[src/hdl/tvps_pkg.sv]
package tvps_pkg;

	localparam int COORD_W = 16;
	localparam int TRIG_F  = 14;
	localparam int REG_W   = 16;
	localparam int OUT_W   = 17;
	localparam int SHADE_W = 16;
	localparam int NRM_W   = 35;
	localparam int W_W     = 18;

	localparam logic [SHADE_W-1:0] SHADE_BASE = 16'd8192;
	localparam logic [SHADE_W-1:0] SHADE_SPAN = 16'd24576;

	localparam int FIFO_DEPTH = 4;
	localparam int FIFO_AW    = 2;

	// register indexes on the APB port (word address)
	localparam logic [1:0] REG_COS_AZ = 2'd0;
	localparam logic [1:0] REG_SIN_AZ = 2'd1;
	localparam logic [1:0] REG_COS_EL = 2'd2;
	localparam logic [1:0] REG_SIN_EL = 2'd3;

	typedef struct packed {
		logic [REG_W-1:0] ca;
		logic [REG_W-1:0] sa;
		logic [REG_W-1:0] ce;
		logic [REG_W-1:0] se;
	} trig_t;

	typedef struct packed {
		logic [OUT_W-1:0]       mean;
		logic [2:0][OUT_W-1:0]  v;
		logic [2:0][OUT_W-1:0]  u;
	} pay_t;

	typedef struct packed {
		pay_t                   pay;
		logic [2:0][NRM_W-1:0]  nrm;
		logic [W_W-1:0]         w0;
		logic [W_W-1:0]         w1;
		logic [REG_W-1:0]       w2;
	} tri_t;

	// shift right by TRIG_F, round to nearest, ties away from zero
	function automatic logic signed [63:0] rnd_shift(input logic signed [63:0] s);
		logic [63:0] mag;
		logic [63:0] m;
		mag = s[63] ? 64'(-s) : 64'(s);
		m = (mag + (64'd1 << (TRIG_F - 1))) >> TRIG_F;
		return s[63] ? -$signed(m) : $signed(m);
	endfunction

	function automatic logic [OUT_W-1:0] sat_out(input logic signed [63:0] s);
		logic signed [63:0] hi;
		logic signed [63:0] lo;
		hi = (64'sd1 <<< (OUT_W - 1)) - 64'sd1;
		lo = -(64'sd1 <<< (OUT_W - 1));
		if (s > hi)
			return hi[OUT_W-1:0];
		else if (s < lo)
			return lo[OUT_W-1:0];
		else
			return s[OUT_W-1:0];
	endfunction

endpackage

[src/hdl/tvps_fifo.sv]
module tvps_fifo import tvps_pkg::*; (
	input  logic clk,
	input  logic arst_n,
	input  logic push,
	input  tri_t wdata,
	output logic full,
	input  logic pop,
	output tri_t rdata,
	output logic empty
);

	tri_t               mem_q [FIFO_DEPTH];
	logic [FIFO_AW-1:0] wp_q, rp_q;
	logic [FIFO_AW:0]   cnt_q;

	assign full  = cnt_q == FIFO_AW'(0) + (FIFO_AW+1)'(FIFO_DEPTH);
	assign empty = cnt_q == '0;
	assign rdata = mem_q[rp_q];

	always_ff @(posedge clk or negedge arst_n) begin
		if (!arst_n) begin
			wp_q  <= '0;
			rp_q  <= '0;
			cnt_q <= '0;
		end else begin
			if (push)
				wp_q <= wp_q + 1'b1;
			if (pop)
				rp_q <= rp_q + 1'b1;
			if (push && !pop)
				cnt_q <= cnt_q + 1'b1;
			else if (pop && !push)
				cnt_q <= cnt_q - 1'b1;
		end
	end

	always_ff @(posedge clk) begin
		if (push)
			mem_q[wp_q] <= wdata;
	end

	a_no_overflow: assert property (@(posedge clk) disable iff (!arst_n)
		push |-> !full) else $error("fifo push while full");
	a_no_underflow: assert property (@(posedge clk) disable iff (!arst_n)
		pop |-> !empty) else $error("fifo pop while empty");
	a_count: assert property (@(posedge clk) disable iff (!arst_n)
		(push && !pop) |=> cnt_q == $past(cnt_q) + 1'b1) else $error("fifo count slip");

endmodule

[config.mk]
export PLATFORM = sky130hd
export DESIGN_NAME = tvps_fifo
export DESIGN_NICKNAME = d
export VERILOG_FILES = /design/src/hdl/tvps_pkg.sv /design/src/hdl/tvps_fifo.sv
export SDC_FILE = /design/constraint.sdc
export NUM_CORES = 1
export LEC_CHECK = 0
export BUFFER_PORTS_ARGS = -buffer_cell sky130_fd_sc_hd__buf_2
export CAP_MARGIN = 25
export CORE_AREA = 2 2 287 289
export DETAILED_ROUTE_END_ITERATION = 16
export DIE_AREA = 0 0 289 291
export PLACE_DENSITY_LB_ADDON = 0.15
export SLEW_MARGIN = 20
export SYNTH_ARGS = -nofsm -noshare
export SYNTH_HDL_FRONTEND = slang
export SYNTH_SLANG_ARGS = --single-unit
[constraint.sdc]
create_clock -name clk -period 8.1 [get_ports clk]
set_input_delay 1.62 -clock clk [delete_from_list [all_inputs] [get_ports clk]]
set_output_delay 1.62 -clock clk [all_outputs]
set_load 0.02 [all_outputs]
==> results of run 1 <==
## state kept, by name, summed over array words and instances (netlist names)
name and count:
mem_q 1104, cnt_q 3, rp_q 2, wp_q 2
## cells by family (layout without fill, tap and decap cells)
logic type | Yosys count | count (layout) | share of synthesized area
multiplexers | 277 | 277 | 0.155
other | 0 | 19 | 0
adder cells (fa/ha/maj) | 6 | 6 | 0.00205
flip-flops | 1111 | 1111 | 0.829
AO/OA/AOI/OAI | 1 | 1 | 0.000124
XOR/XNOR | 6 | 6 | 0.00131
buffers and inverters | 66 | 784 | 0.0119
AND/OR/NAND/NOR | 9 | 9 | 0.00121
## cell type report
cell class              instances  area share
flip-flops and latches       1111       0.697
well taps                    1070      0.0280
diodes                         19    0.000994
clock buffers                 136      0.0609
multi-input cells             299       0.134
clock inverters                67      0.0141
inverters                       4    0.000314
repair buffers                577      0.0642
## metal layers
| metal | vias to the layer above | GRT usage | wire length, um |
|---|---|---|---|
| met1 | 9483 | 0.244 | 30900 |
| met2 | 592 | 0.326 | 41800 |
| li1 | 7747 | - | - |
| met3 | 162 | 0.0693 | 7530 |
| met4 | 38 | 0.0671 | 2310 |
| met5 | - | 0 | 243 |
## stage by stage
step,hold WS (ns),total power [mW]
6_report,0.520,18.5
3_5_place_dp,0.493,13.8
4_1_cts,0.506,18.8
3_3_place_gp,0.472,13.7
5_1_grt,0.538,19.3
2_1_floorplan,0.456,11.9
## cells in the final DEF (no fill, tap or decap), types with 5 or more instances in the layout
cell and count:
buf_12 9, buf_2 557, buf_4 10, bufinv_16 12, clkbuf_1 23, clkbuf_16 113
clkinv_1 27, clkinv_2 22, dfrtp_1 5, diode_2 19, edfxtp_1 1104, ha_1 5
mux4_2 276
## how the worst max path moves through the flow
stage                        startpoint                     to  slack [ns]
global placement    rp_q[0]$_DFFE_PN0P_             rdata[174]        3.82
detailed placement  rp_q[0]$_DFFE_PN0P_              rdata[74]        3.81
global route        rp_q[0]$_DFFE_PN0P_              rdata[74]        2.88
finish              rp_q[0]$_DFFE_PN0P_              rdata[74]        3.16
floorplan                          push  mem_q[3][0]$_DFFE_PP_        2.64
CTS                 rp_q[0]$_DFFE_PN0P_              rdata[74]        3.07
## power by group through the flow
stage / combinational, mW / clock [mW] / sequential [mW]
after floorplan: 4.02 / 0 / 7.91
after global placement: 5.80 / 0 / 7.91
after detailed placement: 5.81 / 0 / 7.97
after CTS: 5.82 / 5.11 / 7.85
after global routing: 6.06 / 5.34 / 7.93
final: 5.68 / 4.99 / 7.84
## worst reg2reg max path: cells and delay by family, from the launching register on
family | cells | cell delay, ns
buffers and inverters | 3 | 1.62
adders and majority gates | 1 | 0.15
DFF | 1 | 0.42
and+or+nand+nor | 1 | 0.41
==> metrics.txt, run 1 <==
clock share of power=0.270; post-route ant nets=0; Netlist Area Pre-Place=roughly 0.040 sq mm; Switching Share=0.316; Num Clock Sinks=1111; area of the multi-input gates=between 0.006 and 0.007 sq mm; CP Max Fanout=85; Achievable Freq=203 MHz; hold wc startpoint=cnt_q[2]$_DFFE_PN0P_; Post-synth top cells=edfxtp_1, mux4_2, buf_2; sequential element share of the synthesized area=0.829; die extent in x=about 290 um; YS warnings=0; DR vias=18000; final number of setup-violating endpoints=0; top post-synthesis cells by area=edfxtp_1, mux4_2, buf_6, dfrtp_1, buf_2; Core ar.=roughly 0.081 sq mm; Reg-to-Reg Start=wp_q[0]$_DFFE_PN0P_; status=finished clean; crit path DAT=approximately 3.3 ns; Initial Util=0.495; Min-Delay Path Depth=1; CTS Buffer Depth=3; relative slew slack=0.166; most numerous cell in the Yosys netlist=edfxtp_1; post-layout instance area=approximately 0.048 sq mm; Area growth syn-to-layout=18.9%; Comb pwr share=0.307; GRT Residual Overflow=0; cts repair resizes=0; Worst Skew=0.0170 ns; Reg power frac=0.424; slack of the worst reg-to-reg path=5.09 ns; Reg-to-Reg End=mem_q[2][22]$_DFFE_PP_; Netlist cell types=18; Slew Limit Fails=0; Hold Crit Class=flop to flop; I/O Pins=about 560; Pleak=about 16 nW; DPL Wire Length=~50000 um; Max stage delay on crit path=0.86 ns; initial antenna violation count=35; Post-Place Cell Area=approximately 0.044 sq mm; DRC=0; pin count of the biggest net entering global routing=about 160; Top FF cell, synth=edfxtp_1; vias per inst=5.49; # hold bufs at CTS=0; nets=2390; Die ar.=roughly 0.084 sq mm; Pre-antenna DRT Iters=4; share of cells above drive strength 1=0.462; final hold violation count=0; Synth area leader=edfxtp_1; Row Count=~110; net switching power figure=between 5 and 6 mW; setup TNS=0 ns; CP max-delay cell=dfrtp_4; first-pass GRT wire length=122000 um; fin worst setup slack=~3.2 ns; fin crit share=0.610; register area=roughly 0.033 sq mm; CP bufs+invs=3; Clk Latency, worst-skew pair=0.65 ns; unrepaired setup endpoints after global routing=no; gpl congestion=0.752; Hold Path End=cnt_q[2]$_DFFE_PN0P_; number of setup buffers added after CTS=0; #FFs+latches synth=1111; share of flip-flops with an asynchronous set or reset=0.00630; mean cell area of the mapped netlist=~27 sq um; top-area cell type share of the netlist area=0.824; number of max-cap violations=0; DP Cell Count=3060; CTS root buf=clkbuf_16; Post-Synthesis Cells=1476; critical path's top delay family=buffers and inverters; final cell count without fillers=3283; CTS tree=built; min cycle time layout=about 5 ns; WP depth=4; number of global-route vias before repair=between 15000 and 20000; DRT iter0 DRCs=about 1200; routed len/inst=25.2 um; critical path class=flop to output port; R2R depth=5; CP Launch Type=flop; pwr/cell area=between 300 and 400 mW/mm^2; Die Ht=~290 um; peak supply drop=roughly 0.31 mV; Post-Syn Nets=roughly 1800; worst-margin pin slew=1.25 ns; All-Layer GR Usage=0.198; Reg clk slew, reported paths=~0.060 ns; dpl ws=3.81 ns; H-tree levels=3; Finished Core Util=0.589; final wirelength=~83000 um; WP data required=between 6 and 7 ns; # fillers=5841; Post-synth EDFFs=1104; Crit. End Element=output port; Cell Chain, Critical Path=buf_12 -> buf_16 -> mux4_2 -> buf_2; Port Buffers=about 560; cell internal pwr=between 10 and 15 mW; CTS Buf Count=roughly 110
No activity file was read; power rests on OpenSTA's default activity.
==> run 2, diff against run 1 <==
--- a/config.mk
+++ b/config.mk
@@ -5,11 +5,12 @@
 export SDC_FILE = /design/constraint.sdc
 export NUM_CORES = 1
 export LEC_CHECK = 0
+export ABC_AREA = 1
 export BUFFER_PORTS_ARGS = -buffer_cell sky130_fd_sc_hd__buf_2
 export CAP_MARGIN = 25
-export CORE_AREA = 2 2 287 289
+export CORE_AREA = 2 2 304 306
 export DETAILED_ROUTE_END_ITERATION = 16
-export DIE_AREA = 0 0 289 291
+export DIE_AREA = 0 0 306 308
 export PLACE_DENSITY_LB_ADDON = 0.15
 export SLEW_MARGIN = 20
 export SYNTH_ARGS = -nofsm -noshare
==> constraint.sdc (replaced) <==
create_clock -name clk -period 4.5 [get_ports clk]
set_input_delay 0.9 -clock clk [delete_from_list [all_inputs] [get_ports clk]]
set_output_delay 0.9 -clock clk [all_outputs]
set_load 0.02 [all_outputs]
==> run 2 against run 1 <==
Effect of this change:
- synthesized cell count up 120%
- clock-buffer cell count up 5
- highest routed layer unchanged
- largest power group unchanged
- via count up 43%
==> metrics.txt, run 2 <==
DPL Wire Length=57000 um (+15%); Die ar.=0.0942 sq mm (+12%); nets=4087 (+71%); I/O Pins=558 (unchanged); PnR Total Power=36.9 mW (+100%); All-Layer GR Usage=0.203 (+0.00501); gpl congestion=0.743 (-1.1%); Post-Syn Nets=3554 (+100%); commonest non-fill, non-tap cell in the layout=edfxtp_1; number of setup buffers added after CTS=0 (unchanged); Die Ht=308 um (+5.8%); number of max-cap violations=0 (unchanged); Netlist cell types=20 (+2); Netlist Area Pre-Place=0.0452 sq mm (+12%); net switching power figure=14.2 mW (+140%); GRT Residual Overflow=0 (unchanged); post-route ant nets=0 (unchanged); critical path class=flop to output port; relative slew slack=0.368 (+0.202); Pleak=21.1 nW (+30%); CTS root buf=clkbuf_16; CTS tree=built; min cycle time layout=about 3.7 ns; Switching Share=0.385 (+0.0682); top-area cell type share of the netlist area=0.734 (-0.0903); max reg flops=1104 (unchanged); Slew Limit Fails=0 (unchanged); DR vias=25800 (+43%); WP data required=3.60 ns (-2.88 ns); most numerous cell in the Yosys netlist=edfxtp_1; sequential element share of the synthesized area=0.738 (-0.0908); CP Launch Type=flop; peak supply drop=0.744 mV (+140%); top post-synthesis cells by area=edfxtp_1, nand2_1, o211ai_2, o211ai_1, inv_1; Row Count=111 (+5.7%); Post-Synthesis Cells=3268 (+120%); worst-margin pin slew=0.948 ns (-0.303 ns); Comb pwr share=0.379 (+0.072); YS warnings=0 (unchanged); cell internal pwr=22.7 mW (+80%); CTS Buffer Depth=3 (unchanged); die extent in x=306 um (+5.9%); CTS Buf Count=113 (+1.8%); Num Clock Sinks=1111 (unchanged); fin crit share=0.822; share of cells above drive strength 1=0.256 (-0.206); Synth area leader=edfxtp_1; unrepaired setup endpoints after global routing=no; DP Cell Count=4871 (+59%); Pre-antenna DRT Iters=4 (unchanged); most frequent cells in the layout=edfxtp_1, nand2_1, inv_1, buf_2, o211ai_1; first-pass GRT wire length=145000 um (+19%); Worst Skew=0.0184 ns (+0.00138 ns); CP Max Fanout=41 (-52%); #FFs+latches synth=1111 (unchanged); number of global-route vias before repair=24600 (+29%); Hold Crit Class=input pin to flop; final number of setup-violating endpoints=0 (unchanged); final cell count without fillers=5110 (+56%); Top FF cell, synth=edfxtp_1; Post-synth top cells=edfxtp_1, nand2_1, inv_1; DRC=0 (unchanged); Initial Util=0.497 (+0.00116); pin count of the biggest net entering global routing=147 (-6.4%); clock share of power=0.240 (-0.030); Achievable Freq=around 270 MHz; share of flip-flops with an asynchronous set or reset=0.00630 (unchanged); vias per inst=5.04 (-8.2%); final hold violation count=0 (unchanged); Area growth syn-to-layout=16.6%; status=finished clean; routed len/inst=18.9 um (-25%); Port Buffers=557 (unchanged); Reg power frac=0.381 (-0.043); mean cell area of the mapped netlist=13.8 sq um (-49%); H-tree levels=3 (unchanged); crit path DAT=2.80 ns (-0.52 ns); Crit. End Element=output port; Clk Latency, worst-skew pair=0.69 ns (+0.04 ns); DRT iter0 DRCs=1601 (+38%); Core ar.=0.0910 sq mm (+12%); Post-synth EDFFs=1104 (unchanged); final wirelength=96500 um (+17%); pwr/cell area=701 mW/mm^2 (+81%); initial antenna violation count=45 (+29%); # fillers=7173 (+23%); hold_ws=0.412 ns (-0.108 ns); Top reg by flops=mem_q; Reg clk slew, reported paths=0.06 ns (about the same); biggest regs=mem_q x1104, cnt_q x3
==> run 2: changes by cell type after synthesis, moves of 2 or more <==
cell | previous run | this run
buf_6 | 26 | 35
o211ai_1 | 0 | 323
clkbuf_4 | 0 | 2
clkbuf_1 | 6 | 40
nand2_1 | 2 | 841
o211ai_2 | 0 | 229
inv_1 | 4 | 563
and2_1 | 4 | 0
buf_4 | 0 | 15
mux4_2 | 276 | 0
buf_2 | 30 | 93
==> run 2: per-layer routing <==
metal / GRT usage / vias to the layer above / routed length [um]
met2: 0.329 / 637 / 46900
met3: 0.0675 / 148 / 7760
met4: 0.0716 / 36 / 2430
li1: - / 12600 / -
met1: 0.254 / 12400 / 39100
met5: 0 / - / 272
==> run 2: metrics by stage <==
step,TNS [ns],worst slack [ns],util,cell area [sq um]
detailed placement,0,1.48,0.539,49100
finish,0,0.803,0.579,52700
global route,0,0.611,0.579,52600
CTS,0,0.706,0.578,52600
global placement,0,1.50,0.539,49100
floorplan,-1237.58,-1.12,-,45200
==> run 2: final cells by class <==
class                           instances  area [sq um]  area share
Timing Repair Buffer                  603          3470      0.0660
Antenna cell                           27          67.6     0.00128
Clock inverter                         70           554      0.0105
Clock buffer                          141          2980      0.0565
Multi-Input combinational cell       1408          8620       0.164
Sequential cell                      1111         33300       0.633
Tap cell                             1186          1480      0.0282
Inverter                              564          2150      0.0408
==> run 2: critical path: stages, from the launching register on <==
cell,delay (ns)
dfrtp_4,0.85
buf_12,0.31
buf_4,0.39
nand2_1,0.12
o211ai_1,0.11
nand2_1,0.10
buf_2,0.17
==> run 2: repair_timing <==
action                                 in CTS  in global routing
hold buffers                                1                  0
resized for setup                           0                  0
endpoints found under the hold margin       7                  0
==> run 2: kinds of logic after synthesis <==
logic type | share of synthesized area
fa+ha+maj | 0.00183
compound gates | 0.117
buf+inv | 0.0721
simple gates | 0.0704
flops | 0.738
xor+xnor | 0.000776
==> run 2: power by group through the flow <==
stage	clock network [mW]	registers, mW	logic, mW
floorplan	0	14.4	9.80
global placement	0	14.2	14.2
detailed placement	0	14.3	14.3
CTS	9.09	14.1	14.3
global route	9.49	14.2	15.3
finish	8.86	14.1	14.0
==> run 2: final timing paths <==
check | slack, ns | endpoint | cells past startpoint | start
max in group asynchronous | 3.69 | rp_q[1]$_DFFE_PN0P_ | 2 | arst_n
max reg2reg | 2.12 | mem_q[0][88]$_DFFE_PP_ | 5 | wp_q[0]$_DFFE_PN0P_
max | 0.80 | rdata[207] | 6 | rp_q[0]$_DFFE_PN0P_
min reg2reg | 0.50 | cnt_q[2]$_DFFE_PN0P_ | 2 | cnt_q[2]$_DFFE_PN0P_
min in group asynchronous | 0.62 | rp_q[0]$_DFFE_PN0P_ | 2 | arst_n
min | 0.41 | mem_q[2][224]$_DFFE_PP_ | 1 | wdata[224]
==> run 3, diff against run 2 <==
--- a/config.mk
+++ b/config.mk
@@ -5,12 +5,12 @@
 export SDC_FILE = /design/constraint.sdc
 export NUM_CORES = 1
 export LEC_CHECK = 0
-export ABC_AREA = 1
+export ABC_AREA = 0
 export BUFFER_PORTS_ARGS = -buffer_cell sky130_fd_sc_hd__buf_2
 export CAP_MARGIN = 25
-export CORE_AREA = 2 2 304 306
+export CORE_AREA = 2 2 287 289
 export DETAILED_ROUTE_END_ITERATION = 16
-export DIE_AREA = 0 0 306 308
+export DIE_AREA = 0 0 289 291
 export PLACE_DENSITY_LB_ADDON = 0.15
 export SLEW_MARGIN = 20
 export SYNTH_ARGS = -nofsm -noshare
==> constraint.sdc (replaced) <==
create_clock -name clk -period 3.8 [get_ports clk]
set_input_delay 0.76 -clock clk [delete_from_list [all_inputs] [get_ports clk]]
set_output_delay 0.76 -clock clk [all_outputs]
set_load 0.02 [all_outputs]
==> run 3 against run 2 <==
Effect of this change:
- combinational power is 9% lower
- clock skew up 0.0045 ns
- critical path depth down 2
- sequential share of layout area increased by 5.6 points
- routed wire length fell by 12%
- flip-flop and latch count unchanged
==> metrics.txt, run 3 (same netlist as run 1, synthesis figures left out) <==
Slew Limit Fails=0 (unchanged); clock share of power=0.264 (+0.024); Achievable Freq=about 300 MHz; Row Count=105 (-5.4%); worst-margin pin slew=0.766 ns (-0.182 ns); Switching Share=0.317 (-0.0676); min cycle time layout=between 3 and 4 ns; Reg power frac=0.415 (+0.034); number of max-cap violations=0 (unchanged); pwr/cell area=824 mW/mm^2 (+17%); DPL Wire Length=54600 um (-4.2%); Finished Core Util=0.596 (+0.0170); Reg-to-Reg Start=wp_q[1]$_DFFE_PN0P_; relative slew slack=0.490 (+0.121); register area=0.0333 sq mm (unchanged); WP data required=3.04 ns (-0.56 ns); Pleak=16.5 nW (-22%); DR vias=18100 (-30%); Crit. End Element=output port; status=finished clean; GRT Residual Overflow=0 (unchanged); hold wc startpoint=wdata[34]; final number of setup-violating endpoints=0 (unchanged); gpl congestion=0.771 (+3.7%); setup TNS=0 ns (unchanged); DRT iter0 DRCs=1298 (-19%); Hold Crit Class=input pin to flop; Reg clk slew, reported paths=0.06 ns (about the same); nets=2431 (-41%); routed len/inst=25.5 um (+35%); CTS tree=built; H-tree levels=3 (unchanged); Pre-antenna DRT Iters=4 (unchanged); CP Launch Type=flop; final hold violation count=0 (unchanged); share of cells above drive strength 1=0.473 (+0.217); Die Ht=291 um (-5.5%); biggest regs=mem_q x1104, cnt_q x3; first-pass GRT wire length=125000 um (-14%); Clk Latency, worst-skew pair=0.66 ns (-0.03 ns); Area growth syn-to-layout=20.3%; Core ar.=0.0812 sq mm (-11%); CP Max Fanout=34 (-17%); All-Layer GR Usage=0.202 (about the same); CP startpoint=rp_q[0]$_DFFE_PN0P_; fin crit share=0.880; CTS Buf Count=111 (-1.8%); peak supply drop=0.547 mV (-27%); DRC=0 (unchanged); number of setup buffers added after CTS=0 (unchanged); CTS root buf=clkbuf_16; unrepaired setup endpoints after global routing=no; post-route ant nets=0 (unchanged); Top reg by flops=mem_q; I/O Pins=558 (unchanged); # fillers=5803 (-19%); Die ar.=0.0841 sq mm (-11%); Comb pwr share=0.320 (-0.059); Worst Skew=0.0229 ns (+0.00447 ns); critical path class=flop to output port; crit path DAT=2.59 ns (-0.21 ns); number of global-route vias before repair=19200 (-22%); Initial Util=0.495 (-0.00116); commonest non-fill, non-tap cell in the layout=edfxtp_1; die extent in x=289 um (-5.6%); cell internal pwr=27.2 mW (+20%); area of the multi-input gates=0.00643 sq mm (-25%); max reg flops=1104 (unchanged); CTS Buffer Depth=3 (unchanged); net switching power figure=12.6 mW (-11%); initial antenna violation count=29 (-36%); final wirelength=84400 um (-12%); Port Buffers=557 (unchanged); Num Clock Sinks=1111 (unchanged); most frequent cells in the layout=edfxtp_1, buf_2, mux4_2, clkbuf_16, buf_12; pin count of the biggest net entering global routing=62 (-58%); vias per inst=5.48 (+8.7%)
[run 3: worst paths after layout]
path | to | slack, ns | depth (start not counted)
min in group asynchronous | wp_q[1]$_DFFE_PN0P_ | 0.51 | 2
worst min-delay path | mem_q[3][34]$_DFFE_PP_ | 0.30 | 1
max in group asynchronous | rp_q[0]$_DFFE_PN0P_ | 3.05 | 2
worst max register to register | mem_q[1][6]$_DFFE_PP_ | 1.71 | 4
worst min register to register | cnt_q[2]$_DFFE_PN0P_ | 0.50 | 1
worst max-delay path | rdata[262] | 0.45 | 4
[run 3: power by group through the flow]
| stage | Clock [mW] | Sequential (mW) | Combinational, mW |
|---|---|---|---|
| 2_1_floorplan | 0 | 16.7 | 8.57 |
| 4_1_cts | 10.8 | 16.6 | 13.1 |
| 3_3_place_gp | 0 | 16.7 | 13.1 |
| 5_1_grt | 11.3 | 16.7 | 13.6 |
| 3_5_place_dp | 0 | 16.8 | 13.1 |
| 6_report | 10.5 | 16.6 | 12.8 |
[run 3: layout make-up]
| class | instances | area share |
|---|---|---|
| Antenna cell | 9 | 0.000466 |
| Clock buffer | 131 | 0.0598 |
| Clock inverter | 65 | 0.0134 |
| Inverter | 4 | 0.000310 |
| Multi-Input combinational cell | 299 | 0.133 |
| Sequential cell | 1111 | 0.689 |
| Tap cell | 1070 | 0.0277 |
| Timing Repair Buffer | 618 | 0.0764 |
[run 3: critical path, stage by stage, from the launching register on]
cell	delay [ns]
dfrtp_4	0.54
buf_12	0.25
buf_12	0.30
mux4_2	0.58
buf_2	0.18
[run 3: through the flow]
| step | std cells | power (mW) | area, sq um | worst slack [ns] | hold slack, ns |
|---|---|---|---|---|---|
| floorplan | 1476 | 25.3 | 40200 | 0.670 | 0.456 |
| global placement | 3101 | 29.8 | 44800 | 1.10 | 0.474 |
| detailed placement | 3101 | 29.9 | 44800 | 1.08 | 0.487 |
| CTS | 3298 | 40.5 | 48400 | 0.355 | 0.256 |
| global route | 3303 | 41.6 | 48400 | 0.323 | 0.268 |
| finish | 3307 | 39.8 | 48400 | 0.455 | 0.301 |
[run 3: per-layer routing]
metal | vias to the layer above | GRT usage | share of wire
met1 | 9539 | 0.265 | 0.38
li1 | 7800 | - | -
met2 | 587 | 0.324 | 0.50
met4 | 44 | 0.0595 | 0.024
met3 | 155 | 0.0694 | 0.090
met5 | - | 0 | 0.0033
[run 3: what timing repair did]
item,4_1_cts,5_1_grt
hold buffers,1,0
resized for setup,0,0
endpoints found under the hold margin,7,0
